[src/sv/chs_pkg.sv]
// Shared types, field widths and result codes for the chained hash set.
// No dependencies; every other file of the block imports this package.
`timescale 1ns / 1ps

package chs_pkg;

    // Field widths fixed by the item format
    localparam int KEY_W    = 16;
    localparam int BUCKET_W = 8;
    localparam int POS_W    = 10;
    localparam int STATUS_W = 2;

    localparam logic [POS_W-1:0] POS_MAX = 10'd1023;

    // Default sizes handed to the top level
    localparam int DEF_NUM_BUCKETS = 256;
    localparam int DEF_POOL_NODES  = 1024;

    // Command and hash encodings of the item format
    localparam logic OP_SEARCH = 1'b0;
    localparam logic OP_INSERT = 1'b1;
    localparam logic HASH_MOD  = 1'b0;
    localparam logic HASH_DIV  = 1'b1;

    // Result status codes
    localparam logic [STATUS_W-1:0] ST_OK   = 2'd0;
    localparam logic [STATUS_W-1:0] ST_MISS = 2'd1;
    localparam logic [STATUS_W-1:0] ST_FULL = 2'd2;

    typedef enum logic [1:0] {
        S_IDLE,
        S_HASH,
        S_HEAD,
        S_WALK
    } chs_state_t;

    // Control bits toward the bucket head store
    typedef struct packed {
        logic rd_en;
        logic we;
    } head_ctl_t;

    // Control bits toward the node store
    typedef struct packed {
        logic rd_en;
        logic key_we;
        logic link_we;
    } node_ctl_t;

endpackage

[src/sv/chs_hash.sv]
// Bucket hash unit: key modulo or quotient by the bucket count, by reciprocal multiply.
// Depends on chs_pkg.
`timescale 1ns / 1ps

module chs_hash #(
    parameter int NUM_BUCKETS = chs_pkg::DEF_NUM_BUCKETS
) (
    input  logic                           clk,
    input  logic                           rst_n,
    input  logic                           start,
    input  logic [chs_pkg::KEY_W-1:0]      key,
    input  logic                           hash_select,
    output logic                           valid,
    output logic [$clog2(NUM_BUCKETS)-1:0] bucket
);
    import chs_pkg::*;

    localparam int BW = $clog2(NUM_BUCKETS);
    localparam int SH = KEY_W + BW;
    localparam int PW = 2 * KEY_W + 1;

    // Reciprocal rounded up: exact quotient for every KEY_W-bit key
    localparam logic [KEY_W:0]   RECIP  = (KEY_W + 1)'(((64'd1 << SH)
                                          + 64'(NUM_BUCKETS) - 64'd1) / 64'(NUM_BUCKETS));
    localparam logic [KEY_W-1:0] NB_KEY = KEY_W'(NUM_BUCKETS);
    localparam logic [KEY_W-1:0] Q_TOP  = KEY_W'(NUM_BUCKETS - 1);
    localparam logic [BW-1:0]    B_TOP  = BW'(NUM_BUCKETS - 1);

    logic             mul_go_reg, mul_go_next;
    logic             sub_go_reg, sub_go_next;
    logic             valid_reg, valid_next;
    logic [KEY_W-1:0] key_reg, key_next;
    logic             sel_reg, sel_next;
    logic [KEY_W-1:0] quo_reg, quo_next;
    logic [BW-1:0]    rem_reg, rem_next;

    logic [PW-1:0]    prod;
    logic [KEY_W-1:0] quo_back;
    logic [KEY_W-1:0] rem_full;

    // One multiply per cycle: quotient first, then multiply back and subtract
    always_comb
    begin
        prod     = PW'(key_reg) * PW'(RECIP);
        quo_back = quo_reg * NB_KEY;
        rem_full = key_reg - quo_back;
    end

    always_comb
    begin
        mul_go_next = 1'b0;
        sub_go_next = 1'b0;
        valid_next  = 1'b0;
        key_next    = key_reg;
        sel_next    = sel_reg;
        quo_next    = quo_reg;
        rem_next    = rem_reg;
        if (start)
        begin
            mul_go_next = 1'b1;
            key_next    = key;
            sel_next    = hash_select;
        end
        if (mul_go_reg)
        begin
            quo_next    = prod[SH +: KEY_W];
            sub_go_next = 1'b1;
        end
        if (sub_go_reg)
        begin
            rem_next   = rem_full[BW-1:0];
            valid_next = 1'b1;
        end
    end

    always_ff @(posedge clk or negedge rst_n)
    begin
        if (!rst_n)
        begin
            mul_go_reg <= 1'b0;
            sub_go_reg <= 1'b0;
            valid_reg  <= 1'b0;
        end
        else
        begin
            mul_go_reg <= mul_go_next;
            sub_go_reg <= sub_go_next;
            valid_reg  <= valid_next;
        end
    end

    always_ff @(posedge clk)
    begin
        key_reg <= key_next;
        sel_reg <= sel_next;
        quo_reg <= quo_next;
        rem_reg <= rem_next;
    end

    // Saturate an out-of-range quotient to the last bucket
    assign valid  = valid_reg;
    assign bucket = (sel_reg == HASH_DIV) ? ((quo_reg >= Q_TOP) ? B_TOP : quo_reg[BW-1:0])
                                          : rem_reg;

`ifndef NO_ASSERTIONS
    a_valid_pulse: assert property (@(posedge clk) disable iff (!rst_n)
        valid |=> !valid)
        else $error("hash valid held longer than one cycle");

    a_valid_idle: assert property (@(posedge clk) disable iff (!rst_n)
        valid |-> !(mul_go_reg || sub_go_reg))
        else $error("hash valid raised while the hash still runs");

    a_start_idle: assert property (@(posedge clk) disable iff (!rst_n)
        start |-> !(mul_go_reg || sub_go_reg || valid_reg))
        else $error("hash started while a previous key is in flight");
`endif

endmodule

[config.mk]
export PLATFORM = sky130hd
export DESIGN_NAME = chs_hash
export DESIGN_NICKNAME = d
export VERILOG_FILES = /design/src/sv/chs_pkg.sv /design/src/sv/chs_hash.sv
export SDC_FILE = /design/constraint.sdc
export NUM_CORES = 1
export LEC_CHECK = 0
export BUFFER_PORTS_ARGS = -buffer_cell sky130_fd_sc_hd__buf_2
export CORE_AREA = 2 2 52 54
export CTS_CLUSTER_SIZE = 40
export DETAILED_ROUTE_END_ITERATION = 8
export DIE_AREA = 0 0 54 56
export HOLD_SLACK_MARGIN = 0.03
export PLACE_DENSITY = 0.85
export SYNTH_ARGS = -nofsm -noshare
export SYNTH_HDL_FRONTEND = slang
export SYNTH_SLANG_ARGS = --single-unit
export TNS_END_PERCENT = 20
[constraint.sdc]
create_clock -name clk -period 1.4 [get_ports clk]
set_clock_uncertainty 0.15 [all_clocks]
set_input_delay 0.14 -clock clk [delete_from_list [all_inputs] [get_ports clk]]
set_output_delay 0.14 -clock clk [all_outputs]
set_load 0.1 [all_outputs]
# Yosys cells after proc, flatten, opt, wreduce, memory -nomap -nowiden

Cells that the tools add are included.

Logic and storage cells: 12
Register bits after elaboration: 36
Input bits: 20

Muxes and demuxes: 4
Add/subtract/negate cells: 1

Operator list:

| kind                                             | number |
|---|---|
| two-way mux 8 bit                                | 1 |
| subtractor 8 x 1 -> 8 bit, second input constant | 1 |
| two-way mux 1 bit                                | 3 |

# Logic depth before layout (Yosys ltp)

Depth after elaboration: 1
Mapped depth: 2

# Worst setup path after synthesis

OpenSTA, ideal clock, no wires.

Kind: reg-to-output
Start point: register sel_reg
End point: output port bucket[0]
Cell stages (with the launch flop): 3
Arrival time: 0.944 ns
Path buffers: 1
Path slack: 0.166 ns
Required time: 1.110 ns
Cells stage by stage: edfxtp_1 > buf_6 > mux2_4

Longest elaborated chain between the ends: 1

RTL lines:

| element                | line            | text |
|---|---|---|
| from (decl)            | chs_hash.sv:33  | `logic sel_reg, sel_next;` |
| from (signal assigned) | chs_hash.sv:95  | `sel_reg <= sel_next;` |
| two-way mux 8 bit      | chs_hash.sv:102 | `assign bucket = (sel_reg == HASH_DIV) ? ((quo_reg >= Q_TOP) ? B_TOP : quo_reg[BW-1:0])` |
| to (decl)              | chs_hash.sv:14  | `output logic [$clog2(NUM_BUCKETS)-1:0] bucket` |

Every way passes these cells.

# Worst setup path after layout

Start point: register sel_reg
End point: output port bucket[3]

The elaborated chain is that of the path after synthesis.

==> metrics.cfg <==
[outcome]
outcome=finished, violations left
violations=negative setup slack

[drt]
routedWlPerCell_um=14.4
via_per_inst=4.43
post-route-drc-count=0
top_layer=met4
drtIter0Drc=7
first_pass_iters=4
wl_met1_um=780
route.vias.total=580
wl_met3_um=69
wl_met2_um=1000
drt.antenna.violating_nets=0
routed_wl_um=1890

[setup_path]
cp_max_fo=8
arrival_ns=1.35
cp-end-kind=output port
crit_type=reg2out
crit_required_ns=1.11
startpoint_type=flip-flop

[logic_synthesis]
netlist_instances=45
synth_nets=65
ys_types=4
ys_ff_latch=36
ys_seq_area_share_pct=89.0
synth_top_area_cell=edfxtp_1
syn_area_um2=1200
ys_top_cells_by_area=edfxtp_1 (83%), mux2_4 (10%), dfrtp_1 (6.3%), buf_6 (0.94%)
yosysTopAreaCellShare_pct=82.8
ys_warn_count=0
avgSynthCellArea_um2=26.6

[sta]
fmax_mhz=609
worst_pin_slew_ns=0.485
setup_viol=8
setup-tns-final_ns=-1.90
rsz0062_at_grt=true
drv_slew=0
hold_viol=0
holdWs_ns=0.274
period_share_pct=117
timing.slew.headroom_pct=67.9
layout_setup_ws_ns=-0.243
fin_crit_ns=1.64

[die]
io_pins=29
die_h_um=56
core_area_um2=2430
start_util_pct=49.2
design.die.area_um2=3020
die_w_um=54
rows=18

[pwr]
switching_power_mw=0.605
leakagePower_nw=0.700
power.internal_mw=1.72
p_comb_share_pct=20.8
seq_power_share_pct=55.9
max-vdd-ir-drop_v=0.000991
power_frac_clock_pct=23.3
p_sw_share_pct=26.0
p_total_mw=2.32
power_density_nw_per_um2=1330

[placed_design]
gp_congestion=0.664
portBuffers=28
dp_cells=103

[run]
maxCapViolCount=0

[grt]
grtUsageTotal_pct=14.7
antenna_found_initial=0
grt_pass1_wl_um=2860
gr-total-overflow=0
grt_max_degree=19
grt_pass1_vias=614

[final_layout]
largest_reg_flops=16
stdcell_count=131
antennaDiodeCount=0
area_growth_pct=46.5
nNetsFinal=120
layout-drive-gt1-share_pct=42.6

[clocking]
cts_tree=yes
h-tree-depth=2
cts_root_buf=clkbuf_4
clk_path_buf_depth=2
clk_pin_slew_worst_paths_ns=0.10
clock_latency_ns=0.32
cts_buffers=5
cts.sinks=36

[hold_path]
min_path_type=reg2reg

==> power by group through the flow <==
stage	logic, mW	clock network (mW)	registers, mW
6_report	0.484	0.542	1.30
4_1_cts	0.486	0.555	1.30
5_1_grt	0.498	0.611	1.31
3_3_place_gp	0.436	0	1.32
3_5_place_dp	0.440	0	1.33
2_1_floorplan	0.266	0	1.32
==> cell families (layout without fill, tap and decap cells) <==
family / Yosys count / in the layout / synth area share (%)
DFF: 36 / 36 / 89.0
muxes: 8 / 8 / 10.0
buffers and inverters: 1 / 57 / 0.940
==> stage by stage <==
step           instance area [um2]  utilization [%]  worst slack [ns]
2_1_floorplan                 1200                -             0.166
3_3_place_gp                  1490             61.3            0.0973
3_5_place_dp                  1490             61.3            0.0883
4_1_cts                       1750             72.1            -0.250
5_1_grt                       1750             72.1            -0.299
6_report                      1750             72.1            -0.243
==> worst max-delay path: stages (launching register included) <==
cell and delay (ns):
edfxtp_1 0.38, buf_6 0.16, mux2_4 0.32, buf_12 0.17
==> worst paths after layout <==
kind                                           start  cells after the start                   end  slack (ns)
worst min register to register  key_reg[0]$_DFFE_PP_                      0  rem_reg[0]$_DFFE_PP_        0.27
min in group asynchronous                      rst_n                      3       valid$_DFF_PN0_        0.56
worst max-delay path               sel_reg$_DFFE_PP_                      3             bucket[3]       -0.24
worst min-delay path            key_reg[0]$_DFFE_PP_                      0  rem_reg[0]$_DFFE_PP_        0.27
max in group asynchronous                      rst_n                      3  mul_go_reg$_DFF_PN0_        0.40
worst max register to register  sub_go_reg$_DFF_PN0_                      0  rem_reg[5]$_DFFE_PP_        0.33
==> cells in the mapped netlist (all sizes together) <==
| master | instances |
|---|---|
| mux2 | 8 |
| buf | 1 |
| edfxtp | 33 |
| dfrtp | 3 |
==> routing by layer <==
layer	global-route usage [%]	vias up
li1	-	286
met1	16.6	273
met2	23.0	16
met3	5.65	5
met4	8.57	0
met5	0	-
==> layout by cell type (no fill, tap or decap) <==
cell type,netlist,layout
edfxtp_1,33,33
dlygate4sd3_1,0,20
buf_2,0,20
mux2_4,8,8
buf_12,0,8
clkbuf_4,0,5
dfrtp_1,3,3
clkbuf_1,0,2
clkbuf_8,0,1
buf_6,1,1
==> final cells by class <==
class	instances	area, um2
clock buffers	8	58.8
fillers	139	678
multi-input cells	8	120
flip-flops and latches	36	1070
well taps	30	37.5
repair buffers	49	472
==> repair_timing <==
action                                 4_1_cts  5_1_grt
setup endpoints to repair                    8        8
gates resized for setup                      1        0
hold buffers                                20        0
endpoints found under the hold margin       21        0
setup buffers                                0        0
No activity file was read; power rests on OpenSTA's default activity.
