$ cat src/sv/chs_pkg.sv
// Shared types, field widths and result codes for the chained hash set.
// No dependencies; every other file of the block imports this package.
`timescale 1ns / 1ps

package chs_pkg;

    // Field widths fixed by the item format
    localparam int KEY_W    = 16;
    localparam int BUCKET_W = 8;
    localparam int POS_W    = 10;
    localparam int STATUS_W = 2;

    localparam logic [POS_W-1:0] POS_MAX = 10'd1023;

    // Default sizes handed to the top level
    localparam int DEF_NUM_BUCKETS = 256;
    localparam int DEF_POOL_NODES  = 1024;

    // Command and hash encodings of the item format
    localparam logic OP_SEARCH = 1'b0;
    localparam logic OP_INSERT = 1'b1;
    localparam logic HASH_MOD  = 1'b0;
    localparam logic HASH_DIV  = 1'b1;

    // Result status codes
    localparam logic [STATUS_W-1:0] ST_OK   = 2'd0;
    localparam logic [STATUS_W-1:0] ST_MISS = 2'd1;
    localparam logic [STATUS_W-1:0] ST_FULL = 2'd2;

    typedef enum logic [1:0] {
        S_IDLE,
        S_HASH,
        S_HEAD,
        S_WALK
    } chs_state_t;

    // Control bits toward the bucket head store
    typedef struct packed {
        logic rd_en;
        logic we;
    } head_ctl_t;

    // Control bits toward the node store
    typedef struct packed {
        logic rd_en;
        logic key_we;
        logic link_we;
    } node_ctl_t;

endpackage

$ cat src/sv/chs_head_mem.sv
// Bucket head store: one synchronous memory of chain heads plus a valid bit per bucket.
// Depends on chs_pkg.
`timescale 1ns / 1ps

module chs_head_mem #(
    parameter int NUM_BUCKETS = chs_pkg::DEF_NUM_BUCKETS,
    parameter int POOL_NODES  = chs_pkg::DEF_POOL_NODES
) (
    input  logic                           clk,
    input  logic                           rst_n,
    input  chs_pkg::head_ctl_t             ctl,
    input  logic [$clog2(NUM_BUCKETS)-1:0] rd_addr,
    input  logic [$clog2(NUM_BUCKETS)-1:0] wr_addr,
    input  logic [$clog2(POOL_NODES)-1:0]  wr_data,
    output logic [$clog2(POOL_NODES)-1:0]  rd_data,
    output logic                           rd_valid
);
    import chs_pkg::*;

    localparam int IW = $clog2(POOL_NODES);

    logic [IW-1:0]          head_mem [NUM_BUCKETS];
    logic [NUM_BUCKETS-1:0] valid_reg;
    logic [IW-1:0]          rd_data_reg;
    logic                   rd_valid_reg;

    // Valid bits clear at reset: an empty bucket reads as no head
    always_ff @(posedge clk or negedge rst_n)
    begin
        if (!rst_n)
        begin
            valid_reg <= '0;
        end
        else if (ctl.we)
        begin
            valid_reg[wr_addr] <= 1'b1;
        end
    end

    always_ff @(posedge clk)
    begin
        if (ctl.we)
        begin
            head_mem[wr_addr] <= wr_data;
        end
        if (ctl.rd_en)
        begin
            rd_data_reg  <= head_mem[rd_addr];
            rd_valid_reg <= valid_reg[rd_addr];
        end
    end

    assign rd_data  = rd_data_reg;
    assign rd_valid = rd_valid_reg;

endmodule

$ cat config.mk
export PLATFORM = sky130hd
export DESIGN_NAME = chs_head_mem
export DESIGN_NICKNAME = d
export VERILOG_FILES = /design/src/sv/chs_pkg.sv /design/src/sv/chs_head_mem.sv
export SDC_FILE = /design/constraint.sdc
export NUM_CORES = 2
export LEC_CHECK = 0
export BUFFER_PORTS_ARGS = -buffer_cell sky130_fd_sc_hd__clkbuf_2
export CAP_MARGIN = 20
export CORE_MARGIN = 4
export CORE_UTILIZATION = 35
export CTS_BUF_LIST = sky130_fd_sc_hd__clkbuf_4
export CTS_CLUSTER_SIZE = 14
export DETAILED_ROUTE_END_ITERATION = 10
export SYNTH_ARGS = -nofsm -noshare
export SYNTH_HDL_FRONTEND = slang
export SYNTH_SLANG_ARGS = --single-unit
$ cat constraint.sdc
create_clock -name clk -period 2.4 [get_ports clk]
set_input_delay 0.48 -clock clk [delete_from_list [all_inputs] [get_ports clk]]
set_output_delay 0.48 -clock clk [all_outputs]
set_load 0.01 [all_outputs]
Yosys cells after proc, flatten, opt, wreduce, memory -nomap -nowiden. Memories as Yosys holds them, arrays and structs flattened. A register that Yosys moved wholly into a read port is not among the register bits. Cells that the tools add are included.

Flip-flop bits (word level): 257. RAM bits: 2560. Input port bits: 30. Output and inout port bits: 11. Word-level logic and storage cells: 14. Memories: 1.

Magnitude comparators: 3. Muxes and demuxes: 6. Bitwise operators: 1. Reduce and logical (&&, ||, !) cells: 1.

Memories: head_mem (words 256, width 10, rd ports 1, clocked after memory_dff 1, write ports 1, RTL line chs_head_mem.sv:22) `logic [IW-1:0] head_mem [NUM_BUCKETS];`.

Operator list (number): 256-bit OR (1); 8-bit by 9-bit < comparator with 1-bit output (second input constant) (2); 1-bit binary-select mux with 8-bit select (1); 1-bit demux with 8-bit select (1); 8-bit by 1-bit greater-or-equal comparator with 1-bit output (second input constant) (1); 1-bit 2-to-1 mux (4); 1-bit logical AND (1).

Depth between registers and ports, before layout.
Word-level depth: 5. Mapped depth: 12. Mapped depth without buffers: 6.

Least setup slack after synthesis. No wires, ideal clock.

Path kind: input -> register. From: in rd_addr[0]. To: reg rd_data_reg[0] (netlist: rd_data[0]) (read register of head_mem), data pin. Setup time: 266 ps. Arrival: 2443 ps. Data required time: 2134 ps. Setup slack: -309 ps. Stages: 10. Buffers on the path: 5. Path through: buf_6 buf_12 buf_12 buf_6 buf_2 mux4_2 a221oi_1 o32ai_1 a211oi_1 nor4_1.

RTL lines: start, declared (RTL line chs_head_mem.sv:12) `input logic [$clog2(NUM_BUCKETS)-1:0] rd_addr,`; end, declared (RTL line chs_head_mem.sv:24) `logic [IW-1:0] rd_data_reg;`.

Worst setup path in the final report.
From: reg rd_data_reg[6] (netlist: rd_data[6]) (read register of head_mem). To: out rd_data[6].

RTL lines: end, declared (RTL line chs_head_mem.sv:15) `output logic [$clog2(POOL_NODES)-1:0] rd_data,`.

No word-level cell between the ends.

==> impl_summary.md <==
Place
The count of buffers added on input and output ports is 40. The weighted congestion reported at the end of routability-driven placement is 0.879. Once detailed placement completed, the half-perimeter wirelength came to 195 mm. Counting tap cells, the placed design contains a total of 10014 instances. OpenSTA, run right after detailed placement, puts the worst setup slack at -1500 ps.

CTS
The number of buffers on the longest clock path is 4. The H-tree generated during clock tree synthesis spans 6 levels. The clock root buffer master is sky130_fd_sc_hd__clkbuf_4.

Once the clock tree was built, the setup fixing pass inserted 0 buffers. The TritonCTS sink count is 2827. The number of clock buffers inserted by TritonCTS is 714.

The insertion delay to the later sink of the worst-skew pair is 1430 ps. Clock-pin slew was measured on the worst setup and hold paths at 70 ps. TritonCTS built the clock tree.

Finish
Fill cells in the final layout number 27217. The register with the most flip-flops in the layout has 2560 of them. Once layout is complete, the cells apart from fillers number 11361.

The multi-input combinational cell area is 24900 um2. The area growth from synthesis to layout is 22.2%. Registers take 83600 um2. The proportion of layout cells with a drive suffix above 1 is 0.451. The final net count is 6655.

Pwr
The peak ir drop on the vdd network is 0.566 mV. The design draws 0.103 W. The cell area power density is 766 nW/um2.

For this design the static power due to leakage is 46.8 nW.

Routing
The mean number of vias per cell is 5.23. The detailed router finished its first iteration with 6636 violations. The vias after detailed routing is 59401. The wire length per cell after detailed routing is 26.6 um. The detail route stage leaves a number of antenna-violating nets equal to 0. The number of iterations in the first detailed-routing pass is 6.

The number of DRC violations after detailed routing is 0. Summed over all layers, the routed wires come to 303 mm.

Setup path
Along the worst path, the maximum fanout reaches 4. At the worst endpoint, the required time is 1920 ps. The worst setup path is launched from a flop. On the worst path, the slowest cell contributes a delay of 710 ps. Among all stages on the critical path, the largest delay is contributed by sky130_fd_sc_hd__edfxtp_1. The count of cell instances traversed by the critical path is 1. The signal on the critical path passes through buf_2. The worst setup path is captured at an output port. Broken down by cell family, the worst path's largest delay share belongs to flip-flops. The critical path is of the flop to output port type. The worst register-to-register path has a depth of 7. The data arrival time of the critical path is 2330 ps. The buffering stage count on the worst path with inverters included is 1.

Synth
The number of warning messages in the yosys log is 0. The share of synthesized area in the top cell type comes to 0.705. The leading register cell type out of synthesis is sky130_fd_sc_hd__edfxtp_1. Summing every instance area after synthesis gives 110000 um2.

Counting every net in the synthesized netlist gives 5192. The share of synthesized flip-flops with an asynchronous set or reset is 0.0906. Each instance of the synthesized netlist takes up on average 21.2 um2. The synthesized design contains 2571 enable-type register cells.

Synthesis produced 5162 cells. The share of the Yosys chip area taken by registers is 0.763. The number of distinct library cell variants in the gate-level netlist after synthesis is 53. The synthesized design contains 2827 register bits.

The library cell with the largest summed area after synthesis is sky130_fd_sc_hd__edfxtp_1. By area the synthesized netlist is led by sky130_fd_sc_hd__edfxtp_1 (70%), sky130_fd_sc_hd__mux4_2 (14%), sky130_fd_sc_hd__dfrtp_1 (5.8%), sky130_fd_sc_hd__mux2i_1 (1.7%), sky130_fd_sc_hd__or2_2 (1.5%).

STA
The hold violation total from the final report came to 0. Of the available clock period, the critical path in the final layout requires 1.17. At the pin with the least slew margin, the transition time is 1000 ps. Setup repair after global routing could not meet its margin everywhere. Clock skew on the completed layout was measured at 131 ps. The upper clock frequency limit is 0.356 GHz. The number of max-slew violations in the final report came to 0. The setup violation total in the final timing report is 17. The post-route worst setup slack is -413 ps.

Headroom to the max-slew limit came out at 0.329. After layout, the minimum clock period comes to 2810 ps.

Global routing
The total global routing track utilization is 0.186. The pin count of the biggest net entering global routing is 97. The global-route track usage on met3 is 0.0407.

The fraction of met2 tracks used by global routing is 0.294. The global-route track usage on met1 is 0.253. The layer with the highest usage after global routing is met2. The aggregate global routing overflow is 0. The first global-routing pass estimated 437 mm of wire. The via count of the first global-routing pass is 61835.

The initial antenna violation count is 21.

Status
The final reports fail on setup timing. The run finished, with violations left.

Hold path
The min-delay analysis places its worst path in the category input pin to flop. The number of cells traversed by the worst hold path is 2.

Floorplan
The die is 568 um wide. In this run the core area contains 205 standard-cell rows. The boundary pin count is 41. For this configuration, the core starts out at a cell density of 0.351. The floorplan step set the die height to 568 um. The area of the core region is 312000 um2. The area enclosed by the die boundary is 322000 um2.

Run
The max-capacitance violation count is 0.
[Yosys cell counts, types with 7 or more instances]
| library cell | number |
|---|---|
| sky130_fd_sc_hd__nand2_1 | 84 |
| sky130_fd_sc_hd__mux2i_1 | 185 |
| sky130_fd_sc_hd__nor4_1 | 27 |
| sky130_fd_sc_hd__a21oi_1 | 55 |
| sky130_fd_sc_hd__dfrtp_1 | 256 |
| sky130_fd_sc_hd__mux2_2 | 10 |
| sky130_fd_sc_hd__or2_2 | 258 |
| sky130_fd_sc_hd__buf_12 | 7 |
| sky130_fd_sc_hd__a21boi_0 | 9 |
| sky130_fd_sc_hd__buf_1 | 17 |
| sky130_fd_sc_hd__o22ai_1 | 43 |
| sky130_fd_sc_hd__buf_2 | 69 |
| sky130_fd_sc_hd__nand4_1 | 9 |
| sky130_fd_sc_hd__a22oi_1 | 64 |
| sky130_fd_sc_hd__nor2_1 | 272 |
| sky130_fd_sc_hd__a211oi_1 | 56 |
| sky130_fd_sc_hd__a221oi_1 | 20 |
| sky130_fd_sc_hd__buf_6 | 40 |
| sky130_fd_sc_hd__o21ai_1 | 8 |
| sky130_fd_sc_hd__a22o_1 | 26 |
| sky130_fd_sc_hd__clkbuf_1 | 117 |
| sky130_fd_sc_hd__a311oi_1 | 20 |
| sky130_fd_sc_hd__o21ai_0 | 12 |
| sky130_fd_sc_hd__o32ai_1 | 8 |
| sky130_fd_sc_hd__o221ai_1 | 55 |
| sky130_fd_sc_hd__nor3_1 | 16 |
| sky130_fd_sc_hd__mux4_2 | 676 |
| sky130_fd_sc_hd__nand3_1 | 24 |
| sky130_fd_sc_hd__buf_8 | 20 |
| sky130_fd_sc_hd__nor2b_1 | 33 |
| sky130_fd_sc_hd__edfxtp_1 | 2571 |
| sky130_fd_sc_hd__and2_1 | 19 |
| sky130_fd_sc_hd__buf_4 | 26 |
| sky130_fd_sc_hd__and3_1 | 12 |
[metrics by stage]
| step | TNS, ps | util | area (um2) | hold WS [ps] |
|---|---|---|---|---|
| final | -2000 | 0.429 | 134000 | 166 |
| after floorplan | -5670 | - | 110000 | 184 |
| after detailed placement | -16190 | 0.395 | 123000 | 409 |
| after CTS | -15800 | 0.428 | 134000 | 8.23 |
| after global routing | -3650 | 0.429 | 134000 | 58.4 |
| after global placement | -16440 | 0.395 | 123000 | 411 |
[path summary, 6_finish.rpt]
kind	startpoint	endpoint	slack, ps
min in group asynchronous	rst_n	valid_reg[54]$_DFFE_PN0P_	190
worst max-delay path	rd_data[6]$_DFFE_PP_	rd_data[6]	-410
worst min register to register	valid_reg[50]$_DFFE_PN0P_	valid_reg[50]$_DFFE_PN0P_	460
worst max register to register	valid_reg[3]$_DFFE_PN0P_	rd_valid$_DFFE_PP_	-100
worst min-delay path	wr_data[6]	head_mem[110][6]$_DFFE_PP_	170
max in group asynchronous	rst_n	valid_reg[137]$_DFFE_PN0P_	1430
[layout make-up]
class | count | share of cell area
antenna | 19 | 0.000355
clock buffer | 1122 | 0.0629
clock inverter | 171 | 0.00738
inverter | 4 | 0.000112
multi-input combinational | 2035 | 0.186
sequential | 2827 | 0.624
tap | 4140 | 0.0387
timing repair buffer | 1043 | 0.0799
[layout by cell type (no fill, tap or decap), types with 10 or more instances in the layout]
cell	count
sky130_fd_sc_hd__nor3_1	14
sky130_fd_sc_hd__mux4_2	677
sky130_fd_sc_hd__nor2b_1	30
sky130_fd_sc_hd__clkbuf_2	14
sky130_fd_sc_hd__clkinvlp_4	11
sky130_fd_sc_hd__clkbuf_4	1122
sky130_fd_sc_hd__nand2_1	82
sky130_fd_sc_hd__bufinv_16	10
sky130_fd_sc_hd__buf_8	17
sky130_fd_sc_hd__a22oi_1	64
sky130_fd_sc_hd__dfrtp_1	256
sky130_fd_sc_hd__nor2_1	253
sky130_fd_sc_hd__or2_2	258
sky130_fd_sc_hd__a21oi_1	53
sky130_fd_sc_hd__a311oi_1	18
sky130_fd_sc_hd__o21ai_1	10
sky130_fd_sc_hd__a221oi_1	11
sky130_fd_sc_hd__and2_1	10
sky130_fd_sc_hd__nor4_4	12
sky130_fd_sc_hd__o22ai_1	43
sky130_fd_sc_hd__edfxtp_1	2571
sky130_fd_sc_hd__nor2_2	17
sky130_fd_sc_hd__a211oi_1	40
sky130_fd_sc_hd__mux2i_1	185
sky130_fd_sc_hd__a211oi_4	10
sky130_fd_sc_hd__and3_1	11
sky130_fd_sc_hd__buf_12	209
sky130_fd_sc_hd__dlygate4sd3_1	37
sky130_fd_sc_hd__o221ai_1	55
sky130_fd_sc_hd__buf_4	752
sky130_fd_sc_hd__nand3_1	19
sky130_fd_sc_hd__diode_2	19
sky130_fd_sc_hd__clkinv_2	18
sky130_fd_sc_hd__clkinv_1	121
sky130_fd_sc_hd__a22o_1	13
[kinds of logic (layout without fill, tap and decap cells)]
logic type / Yosys count / count (layout) / synth area share
compound gates: 393 / 393 / 0.0263
buf+inv: 300 / 2340 / 0.0178
flops: 2827 / 2827 / 0.763
mux: 873 / 873 / 0.157
other cells: 0 / 19 / 0
simple gates: 769 / 769 / 0.0355
[metal layers]
| layer | part of all wire | wire (um) |
|---|---|---|
| met5 | 0.000069 | 21 |
| met1 | 0.41 | 124000 |
| met2 | 0.48 | 146000 |
| met4 | 0.032 | 9680 |
| met3 | 0.078 | 23600 |
[what timing repair did]
action	in CTS	in global routing
pin swaps	29	36
endpoints found under the hold margin	5060	0
gates resized for setup	123	57
endpoints found under the setup margin	22	187
hold buffers	44	0
[power by group]
group	internal (W)	switching (W)
registers	0.0542	0.000234
logic	0.00295	0.00383
clock network	0.0223	0.0191
Power figures use the tool's default switching activity.
